--- config.mk ---
export PLATFORM = sky130hd
export DESIGN_NAME = cpu_register_transfer_unit
export DESIGN_NICKNAME = d
export VERILOG_FILES = /design/src/hdl/crtu_pkg.sv /design/src/hdl/crtu_front.sv /design/src/hdl/crtu_queue.sv /design/src/hdl/crtu_back.sv /design/src/hdl/cpu_register_transfer_unit.sv
export SDC_FILE = /design/constraint.sdc
export NUM_CORES = 1
export LEC_CHECK = 0
export BUFFER_PORTS_ARGS = -buffer_cell sky130_fd_sc_hd__buf_2
export CELL_PAD_IN_SITES_DETAIL_PLACEMENT = 0
export CELL_PAD_IN_SITES_GLOBAL_PLACEMENT = 1
export CORE_ASPECT_RATIO = 0.6
export CORE_MARGIN = 4
export CORE_UTILIZATION = 40
export CTS_BUF_LIST = sky130_fd_sc_hd__clkbuf_8 sky130_fd_sc_hd__clkbuf_16
export DETAILED_ROUTE_END_ITERATION = 10
export GPL_TIMING_DRIVEN = 0
export PLACE_DENSITY = 0.78
export SYNTH_ARGS = -nofsm -noshare
export SYNTH_HDL_FRONTEND = slang
export SYNTH_SLANG_ARGS = --single-unit
--- constraint.sdc ---
create_clock -name clk_i -period 10.4 [get_ports clk_i]
set_input_delay 2.08 -clock clk_i [delete_from_list [all_inputs] [get_ports clk_i]]
set_output_delay 2.08 -clock clk_i [all_outputs]
set_load 0.01 [all_outputs]
--- src/hdl/crtu_pkg.sv ---
// Package for the CPU register transfer unit.
// Holds opcodes, decoded item types, flag masks and reset values.
// No dependencies.
package crtu_pkg;

  localparam int unsigned QUEUE_DEPTH = 2;

  localparam logic [5:0] OP_XBA = 6'd1;
  localparam logic [5:0] OP_XCE = 6'd2;
  localparam logic [5:0] OP_CLC = 6'd3;
  localparam logic [5:0] OP_CLD = 6'd4;
  localparam logic [5:0] OP_CLI = 6'd5;
  localparam logic [5:0] OP_CLV = 6'd6;
  localparam logic [5:0] OP_SEC = 6'd7;
  localparam logic [5:0] OP_SED = 6'd8;
  localparam logic [5:0] OP_SEI = 6'd9;
  localparam logic [5:0] OP_REP = 6'd10;
  localparam logic [5:0] OP_SEP = 6'd11;
  localparam logic [5:0] OP_TAX = 6'd12;
  localparam logic [5:0] OP_TAY = 6'd13;
  localparam logic [5:0] OP_TXA = 6'd14;
  localparam logic [5:0] OP_TXY = 6'd15;
  localparam logic [5:0] OP_TYA = 6'd16;
  localparam logic [5:0] OP_TYX = 6'd17;
  localparam logic [5:0] OP_TCD = 6'd18;
  localparam logic [5:0] OP_TCS = 6'd19;
  localparam logic [5:0] OP_TDC = 6'd20;
  localparam logic [5:0] OP_TSC = 6'd21;
  localparam logic [5:0] OP_TSX = 6'd22;
  localparam logic [5:0] OP_TXS = 6'd23;
  localparam logic [5:0] OP_PHA = 6'd24;
  localparam logic [5:0] OP_PHX = 6'd25;
  localparam logic [5:0] OP_PHY = 6'd26;
  localparam logic [5:0] OP_PHD = 6'd27;
  localparam logic [5:0] OP_PHB = 6'd28;
  localparam logic [5:0] OP_PHP = 6'd29;
  localparam logic [5:0] OP_PLA = 6'd30;
  localparam logic [5:0] OP_PLX = 6'd31;
  localparam logic [5:0] OP_PLY = 6'd32;
  localparam logic [5:0] OP_PLD = 6'd33;
  localparam logic [5:0] OP_PLB = 6'd34;
  localparam logic [5:0] OP_PLP = 6'd35;

  localparam logic [7:0] FLAG_V      = 8'h40;
  localparam logic [7:0] FLAG_D      = 8'h08;
  localparam logic [7:0] FLAG_I      = 8'h04;
  localparam logic [7:0] FLAG_C      = 8'h01;
  localparam logic [7:0] WIDTH_FLAGS = 8'h30;
  localparam int unsigned BIT_N = 7;
  localparam int unsigned BIT_M = 5;
  localparam int unsigned BIT_X = 4;
  localparam int unsigned BIT_Z = 1;
  localparam int unsigned BIT_C = 0;

  localparam logic [7:0]  STACK_PAGE = 8'h01;
  localparam logic [15:0] SP_RESET   = 16'h01FF;
  localparam logic [7:0]  P_RESET    = 8'h34;

  typedef enum logic [3:0] {
    K_NOP,
    K_XBA,
    K_XCE,
    K_CLR,
    K_SET,
    K_REP,
    K_SEP,
    K_XFER,
    K_PUSH,
    K_PULL
  } kind_e;

  typedef enum logic [2:0] {
    R_A,
    R_X,
    R_Y,
    R_D,
    R_S,
    R_B,
    R_P
  } reg_e;

  typedef struct packed {
    kind_e       kind;
    reg_e        src;
    reg_e        dst;
    logic        wide;
    logic [7:0]  mask;
    logic [15:0] pull;
  } item_t;

endpackage

--- src/hdl/crtu_front.sv ---
// Front end of the CPU register transfer unit.
// Accepts instructions and classifies them into decoded items.
// Depends on crtu_pkg.
module crtu_front (
  input  logic              in_valid_i,
  output logic              in_stall_o,
  input  logic [5:0]        operation_i,
  input  logic [7:0]        mask_byte_i,
  input  logic [15:0]       pull_data_i,
  input  logic              q_full_i,
  output logic              q_push_o,
  output crtu_pkg::item_t   q_item_o
);

  crtu_pkg::item_t item;

  always_comb begin
    item      = '0;
    item.kind = crtu_pkg::K_NOP;
    item.src  = crtu_pkg::R_A;
    item.dst  = crtu_pkg::R_A;
    item.wide = 1'b0;
    item.mask = 8'h00;
    item.pull = pull_data_i;
    case (operation_i)
      crtu_pkg::OP_XBA: item.kind = crtu_pkg::K_XBA;
      crtu_pkg::OP_XCE: item.kind = crtu_pkg::K_XCE;
      crtu_pkg::OP_CLC: begin
        item.kind = crtu_pkg::K_CLR;
        item.mask = crtu_pkg::FLAG_C;
      end
      crtu_pkg::OP_CLD: begin
        item.kind = crtu_pkg::K_CLR;
        item.mask = crtu_pkg::FLAG_D;
      end
      crtu_pkg::OP_CLI: begin
        item.kind = crtu_pkg::K_CLR;
        item.mask = crtu_pkg::FLAG_I;
      end
      crtu_pkg::OP_CLV: begin
        item.kind = crtu_pkg::K_CLR;
        item.mask = crtu_pkg::FLAG_V;
      end
      crtu_pkg::OP_SEC: begin
        item.kind = crtu_pkg::K_SET;
        item.mask = crtu_pkg::FLAG_C;
      end
      crtu_pkg::OP_SED: begin
        item.kind = crtu_pkg::K_SET;
        item.mask = crtu_pkg::FLAG_D;
      end
      crtu_pkg::OP_SEI: begin
        item.kind = crtu_pkg::K_SET;
        item.mask = crtu_pkg::FLAG_I;
      end
      crtu_pkg::OP_REP: begin
        item.kind = crtu_pkg::K_REP;
        item.mask = mask_byte_i;
      end
      crtu_pkg::OP_SEP: begin
        item.kind = crtu_pkg::K_SEP;
        item.mask = mask_byte_i;
      end
      crtu_pkg::OP_TAX: begin
        item.kind = crtu_pkg::K_XFER;
        item.src  = crtu_pkg::R_A;
        item.dst  = crtu_pkg::R_X;
      end
      crtu_pkg::OP_TAY: begin
        item.kind = crtu_pkg::K_XFER;
        item.src  = crtu_pkg::R_A;
        item.dst  = crtu_pkg::R_Y;
      end
      crtu_pkg::OP_TXA: begin
        item.kind = crtu_pkg::K_XFER;
        item.src  = crtu_pkg::R_X;
        item.dst  = crtu_pkg::R_A;
      end
      crtu_pkg::OP_TXY: begin
        item.kind = crtu_pkg::K_XFER;
        item.src  = crtu_pkg::R_X;
        item.dst  = crtu_pkg::R_Y;
      end
      crtu_pkg::OP_TYA: begin
        item.kind = crtu_pkg::K_XFER;
        item.src  = crtu_pkg::R_Y;
        item.dst  = crtu_pkg::R_A;
      end
      crtu_pkg::OP_TYX: begin
        item.kind = crtu_pkg::K_XFER;
        item.src  = crtu_pkg::R_Y;
        item.dst  = crtu_pkg::R_X;
      end
      crtu_pkg::OP_TCD: begin
        item.kind = crtu_pkg::K_XFER;
        item.src  = crtu_pkg::R_A;
        item.dst  = crtu_pkg::R_D;
      end
      crtu_pkg::OP_TCS: begin
        item.kind = crtu_pkg::K_XFER;
        item.src  = crtu_pkg::R_A;
        item.dst  = crtu_pkg::R_S;
      end
      crtu_pkg::OP_TDC: begin
        item.kind = crtu_pkg::K_XFER;
        item.src  = crtu_pkg::R_D;
        item.dst  = crtu_pkg::R_A;
        item.wide = 1'b1;
      end
      crtu_pkg::OP_TSC: begin
        item.kind = crtu_pkg::K_XFER;
        item.src  = crtu_pkg::R_S;
        item.dst  = crtu_pkg::R_A;
        item.wide = 1'b1;
      end
      crtu_pkg::OP_TSX: begin
        item.kind = crtu_pkg::K_XFER;
        item.src  = crtu_pkg::R_S;
        item.dst  = crtu_pkg::R_X;
      end
      crtu_pkg::OP_TXS: begin
        item.kind = crtu_pkg::K_XFER;
        item.src  = crtu_pkg::R_X;
        item.dst  = crtu_pkg::R_S;
      end
      crtu_pkg::OP_PHA: begin
        item.kind = crtu_pkg::K_PUSH;
        item.src  = crtu_pkg::R_A;
      end
      crtu_pkg::OP_PHX: begin
        item.kind = crtu_pkg::K_PUSH;
        item.src  = crtu_pkg::R_X;
      end
      crtu_pkg::OP_PHY: begin
        item.kind = crtu_pkg::K_PUSH;
        item.src  = crtu_pkg::R_Y;
      end
      crtu_pkg::OP_PHD: begin
        item.kind = crtu_pkg::K_PUSH;
        item.src  = crtu_pkg::R_D;
      end
      crtu_pkg::OP_PHB: begin
        item.kind = crtu_pkg::K_PUSH;
        item.src  = crtu_pkg::R_B;
      end
      crtu_pkg::OP_PHP: begin
        item.kind = crtu_pkg::K_PUSH;
        item.src  = crtu_pkg::R_P;
      end
      crtu_pkg::OP_PLA: begin
        item.kind = crtu_pkg::K_PULL;
        item.dst  = crtu_pkg::R_A;
      end
      crtu_pkg::OP_PLX: begin
        item.kind = crtu_pkg::K_PULL;
        item.dst  = crtu_pkg::R_X;
      end
      crtu_pkg::OP_PLY: begin
        item.kind = crtu_pkg::K_PULL;
        item.dst  = crtu_pkg::R_Y;
      end
      crtu_pkg::OP_PLD: begin
        item.kind = crtu_pkg::K_PULL;
        item.dst  = crtu_pkg::R_D;
      end
      crtu_pkg::OP_PLB: begin
        item.kind = crtu_pkg::K_PULL;
        item.dst  = crtu_pkg::R_B;
      end
      crtu_pkg::OP_PLP: begin
        item.kind = crtu_pkg::K_PULL;
        item.dst  = crtu_pkg::R_P;
      end
      default: item.kind = crtu_pkg::K_NOP;
    endcase
  end

  assign in_stall_o = q_full_i;
  assign q_push_o   = in_valid_i & ~q_full_i;
  assign q_item_o   = item;

endmodule

--- src/hdl/crtu_queue.sv ---
// Decoded item queue between front and back of the register transfer unit.
// Small register FIFO; stalls the front only when full.
// Depends on crtu_pkg.
module crtu_queue #(
  parameter int unsigned Depth = crtu_pkg::QUEUE_DEPTH
) (
  input  logic              clk_i,
  input  logic              rst_ni,
  input  logic              push_i,
  input  crtu_pkg::item_t   item_i,
  output logic              full_o,
  input  logic              pop_i,
  output logic              valid_o,
  output crtu_pkg::item_t   item_o
);

  localparam int unsigned IdxW = (Depth > 1) ? $clog2(Depth) : 1;
  localparam int unsigned CntW = $clog2(Depth + 1);
  localparam logic [IdxW-1:0] LastIdx = IdxW'(Depth - 1);
  localparam logic [CntW-1:0] FullCnt = CntW'(Depth);

  crtu_pkg::item_t  mem_q [Depth];
  logic [IdxW-1:0]  wr_ptr_q, wr_ptr_d;
  logic [IdxW-1:0]  rd_ptr_q, rd_ptr_d;
  logic [CntW-1:0]  count_q, count_d;
  logic             do_pop;

  assign full_o  = (count_q == FullCnt);
  assign valid_o = (count_q != '0);
  assign item_o  = mem_q[rd_ptr_q];
  assign do_pop  = pop_i & valid_o;

  always_comb begin
    wr_ptr_d = wr_ptr_q;
    rd_ptr_d = rd_ptr_q;
    count_d  = count_q;
    if (push_i) begin
      wr_ptr_d = (wr_ptr_q == LastIdx) ? '0 : wr_ptr_q + 1'b1;
    end
    if (do_pop) begin
      rd_ptr_d = (rd_ptr_q == LastIdx) ? '0 : rd_ptr_q + 1'b1;
    end
    if (push_i && !do_pop) begin
      count_d = count_q + 1'b1;
    end else if (!push_i && do_pop) begin
      count_d = count_q - 1'b1;
    end
  end

  always_ff @(posedge clk_i or negedge rst_ni) begin
    if (!rst_ni) begin
      wr_ptr_q <= '0;
      rd_ptr_q <= '0;
      count_q  <= '0;
    end else begin
      wr_ptr_q <= wr_ptr_d;
      rd_ptr_q <= rd_ptr_d;
      count_q  <= count_d;
    end
  end

  always_ff @(posedge clk_i) begin
    if (push_i) begin
      mem_q[wr_ptr_q] <= item_i;
    end
  end

endmodule

--- src/hdl/crtu_back.sv ---
// Back end of the register transfer unit: register file and execution.
// Executes one decoded item per cycle while its output is not stalled, and holds the result registers.
// Depends on crtu_pkg.
module crtu_back (
  input  logic              clk_i,
  input  logic              rst_ni,
  input  logic              q_valid_i,
  input  crtu_pkg::item_t   q_item_i,
  output logic              q_pop_o,
  output logic              out_valid_o,
  input  logic              out_stall_i,
  output logic [15:0]       acc_out_o,
  output logic [15:0]       x_out_o,
  output logic [15:0]       y_out_o,
  output logic [15:0]       direct_out_o,
  output logic [15:0]       sp_out_o,
  output logic [7:0]        bank_out_o,
  output logic [7:0]        status_out_o,
  output logic              emulation_out_o,
  output logic [15:0]       push_data_o,
  output logic [1:0]        push_count_o
);

  logic [15:0] a_q, a_d, x_q, x_d, y_q, y_d, d_q, d_d, s_q, s_d;
  logic [7:0]  b_q, b_d, p_q, p_d;
  logic        e_q, e_d;
  logic [15:0] push_q, push_d;
  logic [1:0]  cnt_q, cnt_d;
  logic        out_valid_q, out_valid_d;
  logic        fire;

  logic        m8, x8;
  logic [15:0] src_val, dst_old, res;
  logic        src_narrow, dst_narrow;
  logic        nz_en, nz_narrow, fix;
  logic [15:0] nz_val;
  logic [1:0]  step;

  function automatic logic [15:0] reg_val(crtu_pkg::reg_e r, logic [15:0] a, logic [15:0] x,
                                          logic [15:0] y, logic [15:0] d, logic [15:0] s,
                                          logic [7:0] b, logic [7:0] p);
    logic [15:0] v;
    case (r)
      crtu_pkg::R_A: v = a;
      crtu_pkg::R_X: v = x;
      crtu_pkg::R_Y: v = y;
      crtu_pkg::R_D: v = d;
      crtu_pkg::R_S: v = s;
      crtu_pkg::R_B: v = {8'h00, b};
      crtu_pkg::R_P: v = {8'h00, p};
      default:       v = '0;
    endcase
    return v;
  endfunction

  function automatic logic is_narrow(crtu_pkg::reg_e r, logic m, logic x, logic wide);
    logic n;
    case (r)
      crtu_pkg::R_A: n = m & ~wide;
      crtu_pkg::R_X: n = x;
      crtu_pkg::R_Y: n = x;
      crtu_pkg::R_B: n = 1'b1;
      crtu_pkg::R_P: n = 1'b1;
      default:       n = 1'b0;
    endcase
    return n;
  endfunction

  assign fire    = q_valid_i & (~out_valid_q | ~out_stall_i);
  assign q_pop_o = fire;
  assign m8      = p_q[crtu_pkg::BIT_M];
  assign x8      = p_q[crtu_pkg::BIT_X];

  always_comb begin
    src_val    = reg_val(q_item_i.src, a_q, x_q, y_q, d_q, s_q, b_q, p_q);
    dst_old    = reg_val(q_item_i.dst, a_q, x_q, y_q, d_q, s_q, b_q, p_q);
    src_narrow = is_narrow(q_item_i.src, m8, x8, 1'b0);
    dst_narrow = is_narrow(q_item_i.dst, m8, x8, q_item_i.wide);
    step       = 2'd0;
    res        = '0;
    a_d        = a_q;
    x_d        = x_q;
    y_d        = y_q;
    d_d        = d_q;
    s_d        = s_q;
    b_d        = b_q;
    p_d        = p_q;
    e_d        = e_q;
    push_d     = '0;
    cnt_d      = 2'd0;
    nz_en      = 1'b0;
    nz_narrow  = 1'b0;
    nz_val     = '0;
    fix        = 1'b0;

    case (q_item_i.kind)
      crtu_pkg::K_XBA: begin
        a_d       = {a_q[7:0], a_q[15:8]};
        nz_en     = 1'b1;
        nz_narrow = 1'b1;
        nz_val    = {a_q[7:0], a_q[15:8]};
      end
      crtu_pkg::K_XCE: begin
        p_d[crtu_pkg::BIT_C] = e_q;
        e_d = p_q[crtu_pkg::BIT_C];
        if (p_q[crtu_pkg::BIT_C]) begin
          s_d = {crtu_pkg::STACK_PAGE, s_q[7:0]};
        end
        fix = 1'b1;
      end
      crtu_pkg::K_CLR: p_d = p_q & ~q_item_i.mask;
      crtu_pkg::K_SET: p_d = p_q | q_item_i.mask;
      crtu_pkg::K_REP: begin
        p_d = p_q & ~q_item_i.mask;
        fix = 1'b1;
      end
      crtu_pkg::K_SEP: begin
        p_d = p_q | q_item_i.mask;
        fix = 1'b1;
      end
      crtu_pkg::K_XFER: begin
        if (q_item_i.dst == crtu_pkg::R_S) begin
          if (!e_q) begin
            s_d = src_val;
          end else if (q_item_i.src == crtu_pkg::R_A) begin
            s_d = {crtu_pkg::STACK_PAGE, src_val[7:0]};
          end else begin
            s_d = {s_q[15:8], src_val[7:0]};
          end
        end else begin
          res       = dst_narrow ? {dst_old[15:8], src_val[7:0]} : src_val;
          nz_en     = 1'b1;
          nz_narrow = dst_narrow;
          nz_val    = res;
        end
      end
      crtu_pkg::K_PUSH: begin
        step   = src_narrow ? 2'd1 : 2'd2;
        cnt_d  = step;
        push_d = src_narrow ? {8'h00, src_val[7:0]} : src_val;
        s_d    = e_q ? {crtu_pkg::STACK_PAGE, s_q[7:0] - {6'd0, step}}
                     : s_q - {14'd0, step};
      end
      crtu_pkg::K_PULL: begin
        step = dst_narrow ? 2'd1 : 2'd2;
        s_d  = e_q ? {crtu_pkg::STACK_PAGE, s_q[7:0] + {6'd0, step}}
                   : s_q + {14'd0, step};
        res  = dst_narrow ? {dst_old[15:8], q_item_i.pull[7:0]} : q_item_i.pull;
        if (q_item_i.dst == crtu_pkg::R_P) begin
          fix = 1'b1;
        end else begin
          nz_en     = 1'b1;
          nz_narrow = dst_narrow;
          nz_val    = res;
        end
      end
      default: ;
    endcase

    if (q_item_i.kind == crtu_pkg::K_XFER || q_item_i.kind == crtu_pkg::K_PULL) begin
      case (q_item_i.dst)
        crtu_pkg::R_A: a_d = res;
        crtu_pkg::R_X: x_d = res;
        crtu_pkg::R_Y: y_d = res;
        crtu_pkg::R_D: d_d = res;
        crtu_pkg::R_B: b_d = res[7:0];
        crtu_pkg::R_P: p_d = res[7:0];
        default: ;
      endcase
    end

    if (nz_en) begin
      p_d[crtu_pkg::BIT_N] = nz_narrow ? nz_val[7] : nz_val[15];
      p_d[crtu_pkg::BIT_Z] = nz_narrow ? (nz_val[7:0] == 8'h00) : (nz_val == 16'h0000);
    end

    if (fix) begin
      if (e_d) begin
        p_d = p_d | crtu_pkg::WIDTH_FLAGS;
      end
      if (p_d[crtu_pkg::BIT_X]) begin
        x_d[15:8] = 8'h00;
        y_d[15:8] = 8'h00;
      end
    end
  end

  always_comb begin
    out_valid_d = out_valid_q & out_stall_i;
    if (fire) begin
      out_valid_d = 1'b1;
    end
  end

  always_ff @(posedge clk_i or negedge rst_ni) begin
    if (!rst_ni) begin
      a_q         <= '0;
      x_q         <= '0;
      y_q         <= '0;
      d_q         <= '0;
      s_q         <= crtu_pkg::SP_RESET;
      b_q         <= '0;
      p_q         <= crtu_pkg::P_RESET;
      e_q         <= 1'b1;
      out_valid_q <= 1'b0;
    end else begin
      out_valid_q <= out_valid_d;
      if (fire) begin
        a_q <= a_d;
        x_q <= x_d;
        y_q <= y_d;
        d_q <= d_d;
        s_q <= s_d;
        b_q <= b_d;
        p_q <= p_d;
        e_q <= e_d;
      end
    end
  end

  always_ff @(posedge clk_i) begin
    if (fire) begin
      push_q <= push_d;
      cnt_q  <= cnt_d;
    end
  end

  assign out_valid_o     = out_valid_q;
  assign acc_out_o       = a_q;
  assign x_out_o         = x_q;
  assign y_out_o         = y_q;
  assign direct_out_o    = d_q;
  assign sp_out_o        = s_q;
  assign bank_out_o      = b_q;
  assign status_out_o    = p_q;
  assign emulation_out_o = e_q;
  assign push_data_o     = push_q;
  assign push_count_o    = cnt_q;

endmodule

--- src/hdl/cpu_register_transfer_unit.sv ---
// CPU register transfer unit, top level.
// Sustains one instruction per clock while the output is not stalled: the
// front decodes an accepted instruction into a small queue, and the back
// executes it against its register file (A, X, Y, D, S, data bank,
// status, emulation bit) and registers the result.
// The back's execute step sets the rate. The queue lets the front keep
// taking instructions, until it is full, while a result waits on a stalled output.
// Depends on crtu_pkg, crtu_front, crtu_queue and crtu_back.
module cpu_register_transfer_unit #(
  parameter int unsigned QueueDepth = crtu_pkg::QUEUE_DEPTH
) (
  input  logic        clk_i,
  input  logic        rst_ni,
  input  logic        in_valid_i,
  output logic        in_stall_o,
  input  logic [5:0]  operation_i,
  input  logic [7:0]  mask_byte_i,
  input  logic [15:0] pull_data_i,
  output logic        out_valid_o,
  input  logic        out_stall_i,
  output logic [15:0] acc_out_o,
  output logic [15:0] x_out_o,
  output logic [15:0] y_out_o,
  output logic [15:0] direct_out_o,
  output logic [15:0] sp_out_o,
  output logic [7:0]  bank_out_o,
  output logic [7:0]  status_out_o,
  output logic        emulation_out_o,
  output logic [15:0] push_data_o,
  output logic [1:0]  push_count_o
);

  logic            q_full, q_push, q_valid, q_pop;
  crtu_pkg::item_t front_item, back_item;

  crtu_front u_front (
    .in_valid_i  (in_valid_i),
    .in_stall_o  (in_stall_o),
    .operation_i (operation_i),
    .mask_byte_i (mask_byte_i),
    .pull_data_i (pull_data_i),
    .q_full_i    (q_full),
    .q_push_o    (q_push),
    .q_item_o    (front_item)
  );

  crtu_queue #(
    .Depth (QueueDepth)
  ) u_queue (
    .clk_i   (clk_i),
    .rst_ni  (rst_ni),
    .push_i  (q_push),
    .item_i  (front_item),
    .full_o  (q_full),
    .pop_i   (q_pop),
    .valid_o (q_valid),
    .item_o  (back_item)
  );

  crtu_back u_back (
    .clk_i           (clk_i),
    .rst_ni          (rst_ni),
    .q_valid_i       (q_valid),
    .q_item_i        (back_item),
    .q_pop_o         (q_pop),
    .out_valid_o     (out_valid_o),
    .out_stall_i     (out_stall_i),
    .acc_out_o       (acc_out_o),
    .x_out_o         (x_out_o),
    .y_out_o         (y_out_o),
    .direct_out_o    (direct_out_o),
    .sp_out_o        (sp_out_o),
    .bank_out_o      (bank_out_o),
    .status_out_o    (status_out_o),
    .emulation_out_o (emulation_out_o),
    .push_data_o     (push_data_o),
    .push_count_o    (push_count_o)
  );

endmodule

# After elaboration in Yosys (flattened, before gate mapping)
# Memory sizes are Yosys's and may differ from the RTL's.
# Cells that the tools add are included.
dict set report word_totals {
  latchBits 0
  output_inout_bits 117
  n_memories 1
  ram_bits 70
  register_bits 120
  mem_bits_ro 0
}
# name words word_bits rd rd_ports_with_merged_regs wr line
set memory_table {}
lappend memory_table {u_queue.mem_q 2 35 1 0 1 crtu_queue.sv:22} ;# crtu_pkg::item_t mem_q [Depth];
dict set report op_classes {
  n_div 0
  n_mul 0
  muxes 62
  n_eq_ne 60
  bitwise_logic 15
  shift 0
  addsub 8
  n_reduce_logical 45
  order_cmp 0
}
# cell n
set op_table {}
lappend op_table {{two-way mux 16 bit} 17}
lappend op_table {{one-hot mux 16 bit (7 select lines)} 2}
lappend op_table {{== test 6 x 5 -> 1 bit, second input constant} 16}
lappend op_table {{two-way mux 8 bit} 8}
lappend op_table {{one-hot mux 16 bit (4 select lines)} 1}
lappend op_table {{== test 6 x 4 -> 1 bit, second input constant} 8}
lappend op_table {{one-hot mux 16 bit (3 select lines)} 1}
lappend op_table {{one-hot mux 8 bit (5 select lines)} 1}
lappend op_table {{one-hot mux 3 bit (6 select lines)} 2}
lappend op_table {{one-hot mux 4 bit (9 select lines)} 1}
lappend op_table {{one-hot mux 16 bit (2 select lines)} 1}
lappend op_table {{OR reduction 2 bit} 16}
lappend op_table {{== test 6 x 3 -> 1 bit, second input constant} 4}
lappend op_table {{== test 6 bit, second input constant} 4}
lappend op_table {{== test 3 bit, second input constant} 6}
lappend op_table {{adder 16 x 2 -> 16 bit} 1}
lappend op_table {{== test 4 x 3 -> 1 bit, second input constant} 4}
lappend op_table {{zero test 16 bit} 1}
lappend op_table {{two-way mux 1 bit} 16}
lappend op_table {{subtractor 16 x 2 -> 16 bit} 1}
lappend op_table {{one-hot mux 1 bit (3 select lines)} 5}
lappend op_table {{one-hot mux 7 bit (2 select lines)} 1}
lappend op_table {{== test 3 x 2 -> 1 bit, second input constant} 4}
lappend op_table {{== test 6 x 2 -> 1 bit, second input constant} 2}
lappend op_table {{other kinds (37)} 67}

# Longest topological paths before layout
# An unclocked memory read counts as a cell.
dict set report logic_depth {
  depth_word 14
  ltp_mapped 18
  ltp_nobuf 14
}

# Hierarchy
# A second synthesis with hierarchy kept.
dict set report unflattened {
  hier_cells 1114
  area_unflattened_um2 11153.2
}
# module area_per_inst_um2 instances cells_each seq_area_each_um2
set modules_own_cells {}
lappend modules_own_cells {crtu_back 7616.1 1 885 3009.1}
lappend modules_own_cells {crtu_queue 2865.2 1 125 2202.1}
lappend modules_own_cells {crtu_front 671.9 1 104 0.0}

# Least setup slack after synthesis
# No wires, ideal clock.
dict set report synth_path {
  kind {in2reg}
  start {input in_valid_i}
  end {memory u_queue.mem_q[0][0] (netlist name) (enable)}
  slack_ns 6.326
  required_ns 9.973
  setup_ns 0.427
  t_arrival_ns 3.647
  path_buffers 0
  path_stages 2
  cell_sequence {nand2_1 nor2_1}
}
dict set report synth_via {
  elab_chain_cells 3
}
# element line
set synth_rtl {}
lappend synth_rtl {{from (decl)} cpu_register_transfer_unit.sv:14} ;# input logic in_valid_i,
lappend synth_rtl {{bitwise AND 1 bit} crtu_front.sv:179} ;# assign q_push_o = in_valid_i & ~q_full_i;
lappend synth_rtl {{two-way mux 1 bit} crtu_queue.sv:63} ;# if (push_i) begin
lappend synth_rtl {{two-way mux 1 bit (implied by the code)} crtu_queue.sv:64} ;# mem_q[wr_ptr_q] <= item_i;
lappend synth_rtl {{to (decl)} crtu_queue.sv:22}
# Every way passes these cells.

# Final worst setup path
dict set report layout_path {
  start {register u_queue.rd_ptr_q}
  end {register u_back.s_q[14], in the netlist u_back.sp_out_o[14]}
}
dict set report layout_via {
  elab_chain_cells 8
  word_cells_on_any_way 41
  classes_between {add/sub: 2; eq/ne: 18; mux: 10; bitwise: 2; reduce/logical: 8; memory: 1}
}
# element line
set layout_rtl {}
lappend layout_rtl {{from (decl)} crtu_queue.sv:24} ;# logic [IdxW-1:0] rd_ptr_q, rd_ptr_d;
lappend layout_rtl {{from (signal assigned)} crtu_queue.sv:57} ;# rd_ptr_q <= rd_ptr_d;
lappend layout_rtl {{memory (2 x 35 bit) (*)} n/a}
lappend layout_rtl {{== test 3 bit (tied with other cells)} crtu_back.sv:58} ;# case (r)
lappend layout_rtl {{OR reduction 2 bit (no line) or bitwise AND 1 bit (tied branches)} n/a}
lappend layout_rtl {{one-hot mux 1 bit (3 select lines)} crtu_back.sv:58}
lappend layout_rtl {{two-way mux 2 bit, on equally long branches} {crtu_back.sv:145, crtu_back.sv:138}}
lappend layout_rtl {{adder 16 x 2 -> 16 bit or subtractor 16 x 2 -> 16 bit (tied branches)} {crtu_back.sv:147, crtu_back.sv:142}}
lappend layout_rtl {{two-way mux 16 bit, on equally long branches} {crtu_back.sv:146, crtu_back.sv:141}}
lappend layout_rtl {{one-hot mux 16 bit (4 select lines)} crtu_back.sv:96} ;# case (q_item_i.kind)
lappend layout_rtl {{to (signal assigned)} crtu_back.sv:201} ;# s_q <= crtu_pkg::SP_RESET;
lappend layout_rtl {{to (decl)} crtu_back.sv:24} ;# logic [15:0] a_q, a_d, x_q, x_d, y_q, y_d, d_q, d_d, s_q, s_d;
# Every way passes the cells marked *; elsewhere a longest branch is shown, timed or not. The select of a mux whose other input is x is not followed.
# A chain may end at the register's enable or synchronous reset.

==> impl_results.rst <==
.. list-table::
   :header-rows: 1

   * - Metric
     - Value
   * - Status
     - finished with violations
   * - Violated checks
     - capacitance limit, slew limit
   * - Sequential area share after synthesis
     - 49.7%
   * - Library cell used as clock root buffer
     - sky130_fd_sc_hd__clkbuf_16
   * - TritonCTS buffer count
     - 17
   * - Total congestion overflow after global routing
     - 0
   * - CP endpoint kind
     - flip-flop
   * - Net total in the final layout
     - 1298
   * - Critical Path RT
     - 10.73 ns
   * - Arr. time, crit path
     - 4.84 ns
   * - Final RePlAce weighted congestion
     - 0.990
   * - Cell depth of the worst min-delay path
     - 2
   * - Levels on crit path
     - 13
   * - Max Clk Rate
     - 222 MHz
   * - ANT nets after route
     - 0
   * - CP Launch Type
     - flip-flop
   * - Post-synthesis register bit count
     - 190
   * - R2r worst-path depth
     - 13
   * - Share of the synthesized area in the top cell type
     - 25.2%
   * - Area growth, synth to finish
     - 17.2%
   * - Class of the most critical hold timing path
     - flip-flop to flip-flop
   * - Number of buffers and inverters on the critical path
     - 3
   * - Row count
     - 45
   * - Most area-consuming cells after synthesis
     - sky130_fd_sc_hd__edfxtp_1 25%, sky130_fd_sc_hd__dfrtp_1 21%, sky130_fd_sc_hd__mux2i_1 5.0%
   * - Most common cell after layout, fill and taps aside
     - sky130_fd_sc_hd__buf_2
   * - CTS sink count
     - 190
   * - Number of detailed-routing iterations run before antenna repair
     - 6
   * - Routed WL per cell
     - 24.6 um
   * - Total of cells resized after clock tree synthesis
     - 0
   * - Cells after synthesis
     - 1088
   * - Die W
     - 217 um
   * - Mean instance size in the synthesized netlist
     - 9.64 sq um
   * - Global router's overall resource usage
     - 27.4%
   * - ANT cells
     - 0
   * - Core area
     - 0.0256 sq mm
   * - Pins over their slew limit
     - 5
   * - CP peak stage delay
     - 0.76 ns
   * - Cell taking the most area after synthesis
     - sky130_fd_sc_hd__edfxtp_1
   * - Number of nets in the synthesized netlist
     - 1127
   * - Library cell contributing the largest single delay on the critical path
     - sky130_fd_sc_hd__a21oi_1
   * - Die Span Y
     - 133 um
   * - Static leakage
     - 5.02 nW
   * - Placed Instances
     - 1592
   * - Htree depth
     - 4
   * - Final HPWL from detailed placement
     - 30500 um
   * - Worst ir drop on vdd
     - 0.000149 V
   * - Total routed wirelength
     - 39900 um
   * - Final setup violation count
     - 0
   * - Number of standard cells in the layout, taps in and fillers out
     - 1624
   * - Reg2Reg Setup Slack
     - 5.89 ns
   * - Largest net degree at the start of global routing
     - 60
   * - Clk buf depth
     - 2
   * - Warning count from the yosys run
     - 0
   * - Critical-path cell list
     - buf_6 -> buf_6 -> mux2i_1 -> nor2_1 -> a21oi_1 -> xor2_1 -> ha_1 -> a2111oi_2 -> and2_1 -> clkbuf_1 -> nand2_1 -> a21oi_1 -> o22ai_1
   * - Slew at the pin closest to its max-slew limit
     - 1.50 ns
   * - Tcrit/Tclk final
     - 43.4%
   * - Post-synthesis cell area
     - 0.0105 sq mm
   * - Number of enable flip-flop cells after synthesis
     - 88
   * - Vias per Instance
     - 6.04
   * - Number of antenna violations at the first check in global routing
     - 0
   * - Initial Utilization
     - 41.0%
   * - Clock-pin slew on the worst setup and hold paths
     - 0.08 ns
   * - Count of buffers inserted at the top-level ports
     - 150
   * - Critical Path Fanout Max
     - 10
   * - Vias in the first global route
     - 9080
   * - Fin. Hold Viols
     - 0
   * - Relative slew slack
     - -0.953%
   * - Layout Skew
     - 0.0143 ns
   * - Setup repair bufs after CTS
     - 0
   * - Most instantiated flip-flop cell in the synthesis netlist
     - sky130_fd_sc_hd__dfrtp_1
   * - Insertion delay to the later sink of the worst-skew pair
     - 0.46 ns
   * - Final total power
     - 3.70 mW
   * - Fin crit period
     - 4.51 ns
   * - Number of primary I/O pins
     - 151
   * - Overall die area
     - 0.0290 sq mm
   * - Commonest cells after routing, fill and taps aside
     - 160 x sky130_fd_sc_hd__buf_2, 114 x sky130_fd_sc_hd__nand2_1, 113 x sky130_fd_sc_hd__nor2_1, 95 x sky130_fd_sc_hd__o21ai_0, 91 x sky130_fd_sc_hd__a21oi_1
   * - Post-CTS Hold Buffers
     - 0
   * - Maximum Capacitance Violations
     - 1
   * - Power density normalized to cell area
     - 301 mW/mm^2
   * - Fraction of layout instances using a drive strength above 1
     - 19.7%
   * - Unrepaired setup endpoints after global routing
     - false
   * - Total DRC errors in the routed layout
     - 0
   * - Via count
     - 9806
   * - Synth async-reset ratio
     - 53.7%
   * - Classification of the worst setup path
     - flip-flop to flip-flop
   * - Global-route wire length before repair
     - 59200 um
   * - Violation count after the first detailed-route iteration
     - 1252
   * - Distinct cell type count after synthesis
     - 71
   * - Top delay family on crit path
     - compound AO/OA/AOI/OAI gates
   * - CTS tree
     - built
   * - Total negative slack for setup checks
     - 0 ns
flip-flops by register name, summed over array words and instances, names as in the netlist, 8 cells and up:
register	cells
u_back.sp_out_o	16
u_back.push_data_o	16
u_back.acc_out_o	16
u_back.bank_out_o	8
u_back.direct_out_o	16
u_back.x_out_o	16
u_back.y_out_o	16
u_back.status_out_o	8
u_queue.mem_q	70
cell type report:
cell class	count	area [sq um]
Fill cell	2484	13300
Sequential cell	190	5210
Clock inverter	14	93.8
Multi-Input combinational cell	800	4870
Timing Repair Buffer	152	801
Inverter	26	97.6
Buffer	72	323
Tap cell	352	440
Clock buffer	18	450
Yosys cell counts (all sizes together) (3+ instances only):
| cell | instances |
|---|---|
| a22o | 3 |
| dfrtp | 89 |
| and3 | 6 |
| buf | 24 |
| o21a | 4 |
| mux2 | 22 |
| nand2 | 114 |
| a211oi | 16 |
| xnor2 | 12 |
| nand2b | 7 |
| edfxtp | 88 |
| nor3 | 29 |
| dfstp | 13 |
| nand3 | 39 |
| inv | 26 |
| a32oi | 5 |
| o221ai | 3 |
| o31ai | 4 |
| ha | 4 |
| a32o | 6 |
| clkbuf | 48 |
| o22ai | 41 |
| a2111oi | 3 |
| o22a | 12 |
| or2 | 3 |
| nor4 | 11 |
| and2 | 9 |
| a221oi | 10 |
| nor2b | 5 |
| o211ai | 3 |
| o21ai | 101 |
| nand4 | 6 |
| xor2 | 9 |
| a221o | 5 |
| o2bb2ai | 4 |
| mux2i | 54 |
| nor2 | 114 |
| a311oi | 3 |
| a21oi | 91 |
| a31oi | 9 |
| or3 | 5 |
power by group:
part | total, mW | internal [mW] | switching, mW | leakage, nW
Combinational | 1.80 | 0.589 | 1.21 | 2.59
Sequential | 1.27 | 1.03 | 0.240 | 2.15
Clock | 0.624 | 0.320 | 0.304 | 0.277
worst reg2reg max path: cells and delay by family (launching register included):
family	cells	cell delay [ns]
AO/OA/AOI/OAI	4	1.59
AND/OR/NAND/NOR	3	0.64
XOR/XNOR	1	0.16
adder cells (fa/ha/maj)	1	0.27
buffers and inverters	3	0.70
flip-flops	1	0.35
multiplexers	1	0.68
metal layers:
| metal | wire [um] | global-route usage, % |
|---|---|---|
| met4 | 331 | 4.62 |
| met5 | 43 | 1.17 |
| met3 | 4950 | 9.96 |
| met2 | 15800 | 36.0 |
| met1 | 18800 | 43.1 |
cell families (layout without fill, tap and decap cells):
logic type      count (synthesis)  in the layout  share of synthesized area (%)
compound gates                337            337                           20.0
mux                            78             78                           8.10
xor+xnor                       21             21                           1.75
flops                         190            190                           49.7
simple gates                  359            359                           15.8
buf+inv                        98            282                           4.00
fa+ha+maj                       5              5                          0.668
stage by stage:
| step | setup slack (ns) | hold slack (ns) | util, % | instance area, sq um |
|---|---|---|---|---|
| 2_1_floorplan | 6.33 | 0.461 | - | 10500 |
| 5_1_grt | 5.62 | 0.532 | 48.1 | 12300 |
| 3_3_place_gp | 5.25 | 0.476 | 45.7 | 11700 |
| 4_1_cts | 5.95 | 0.503 | 48.1 | 12300 |
| 6_report | 5.89 | 0.506 | 48.1 | 12300 |
| 3_5_place_dp | 5.48 | 0.488 | 45.9 | 11700 |
worst paths after layout:
| kind | from | end |
|---|---|---|
| max | u_queue.rd_ptr_q | u_back.sp_out_o[14] |
| min | u_back.out_valid_o | u_back.out_valid_o |
| max reg2reg | u_queue.rd_ptr_q | u_back.sp_out_o[14] |
| min reg2reg | u_back.out_valid_o | u_back.out_valid_o |
| max in group asynchronous | rst_ni | u_back.status_out_o[2] |
| min in group asynchronous | rst_ni | u_back.out_valid_o |
No activity file was read; power rests on OpenSTA's default activity.
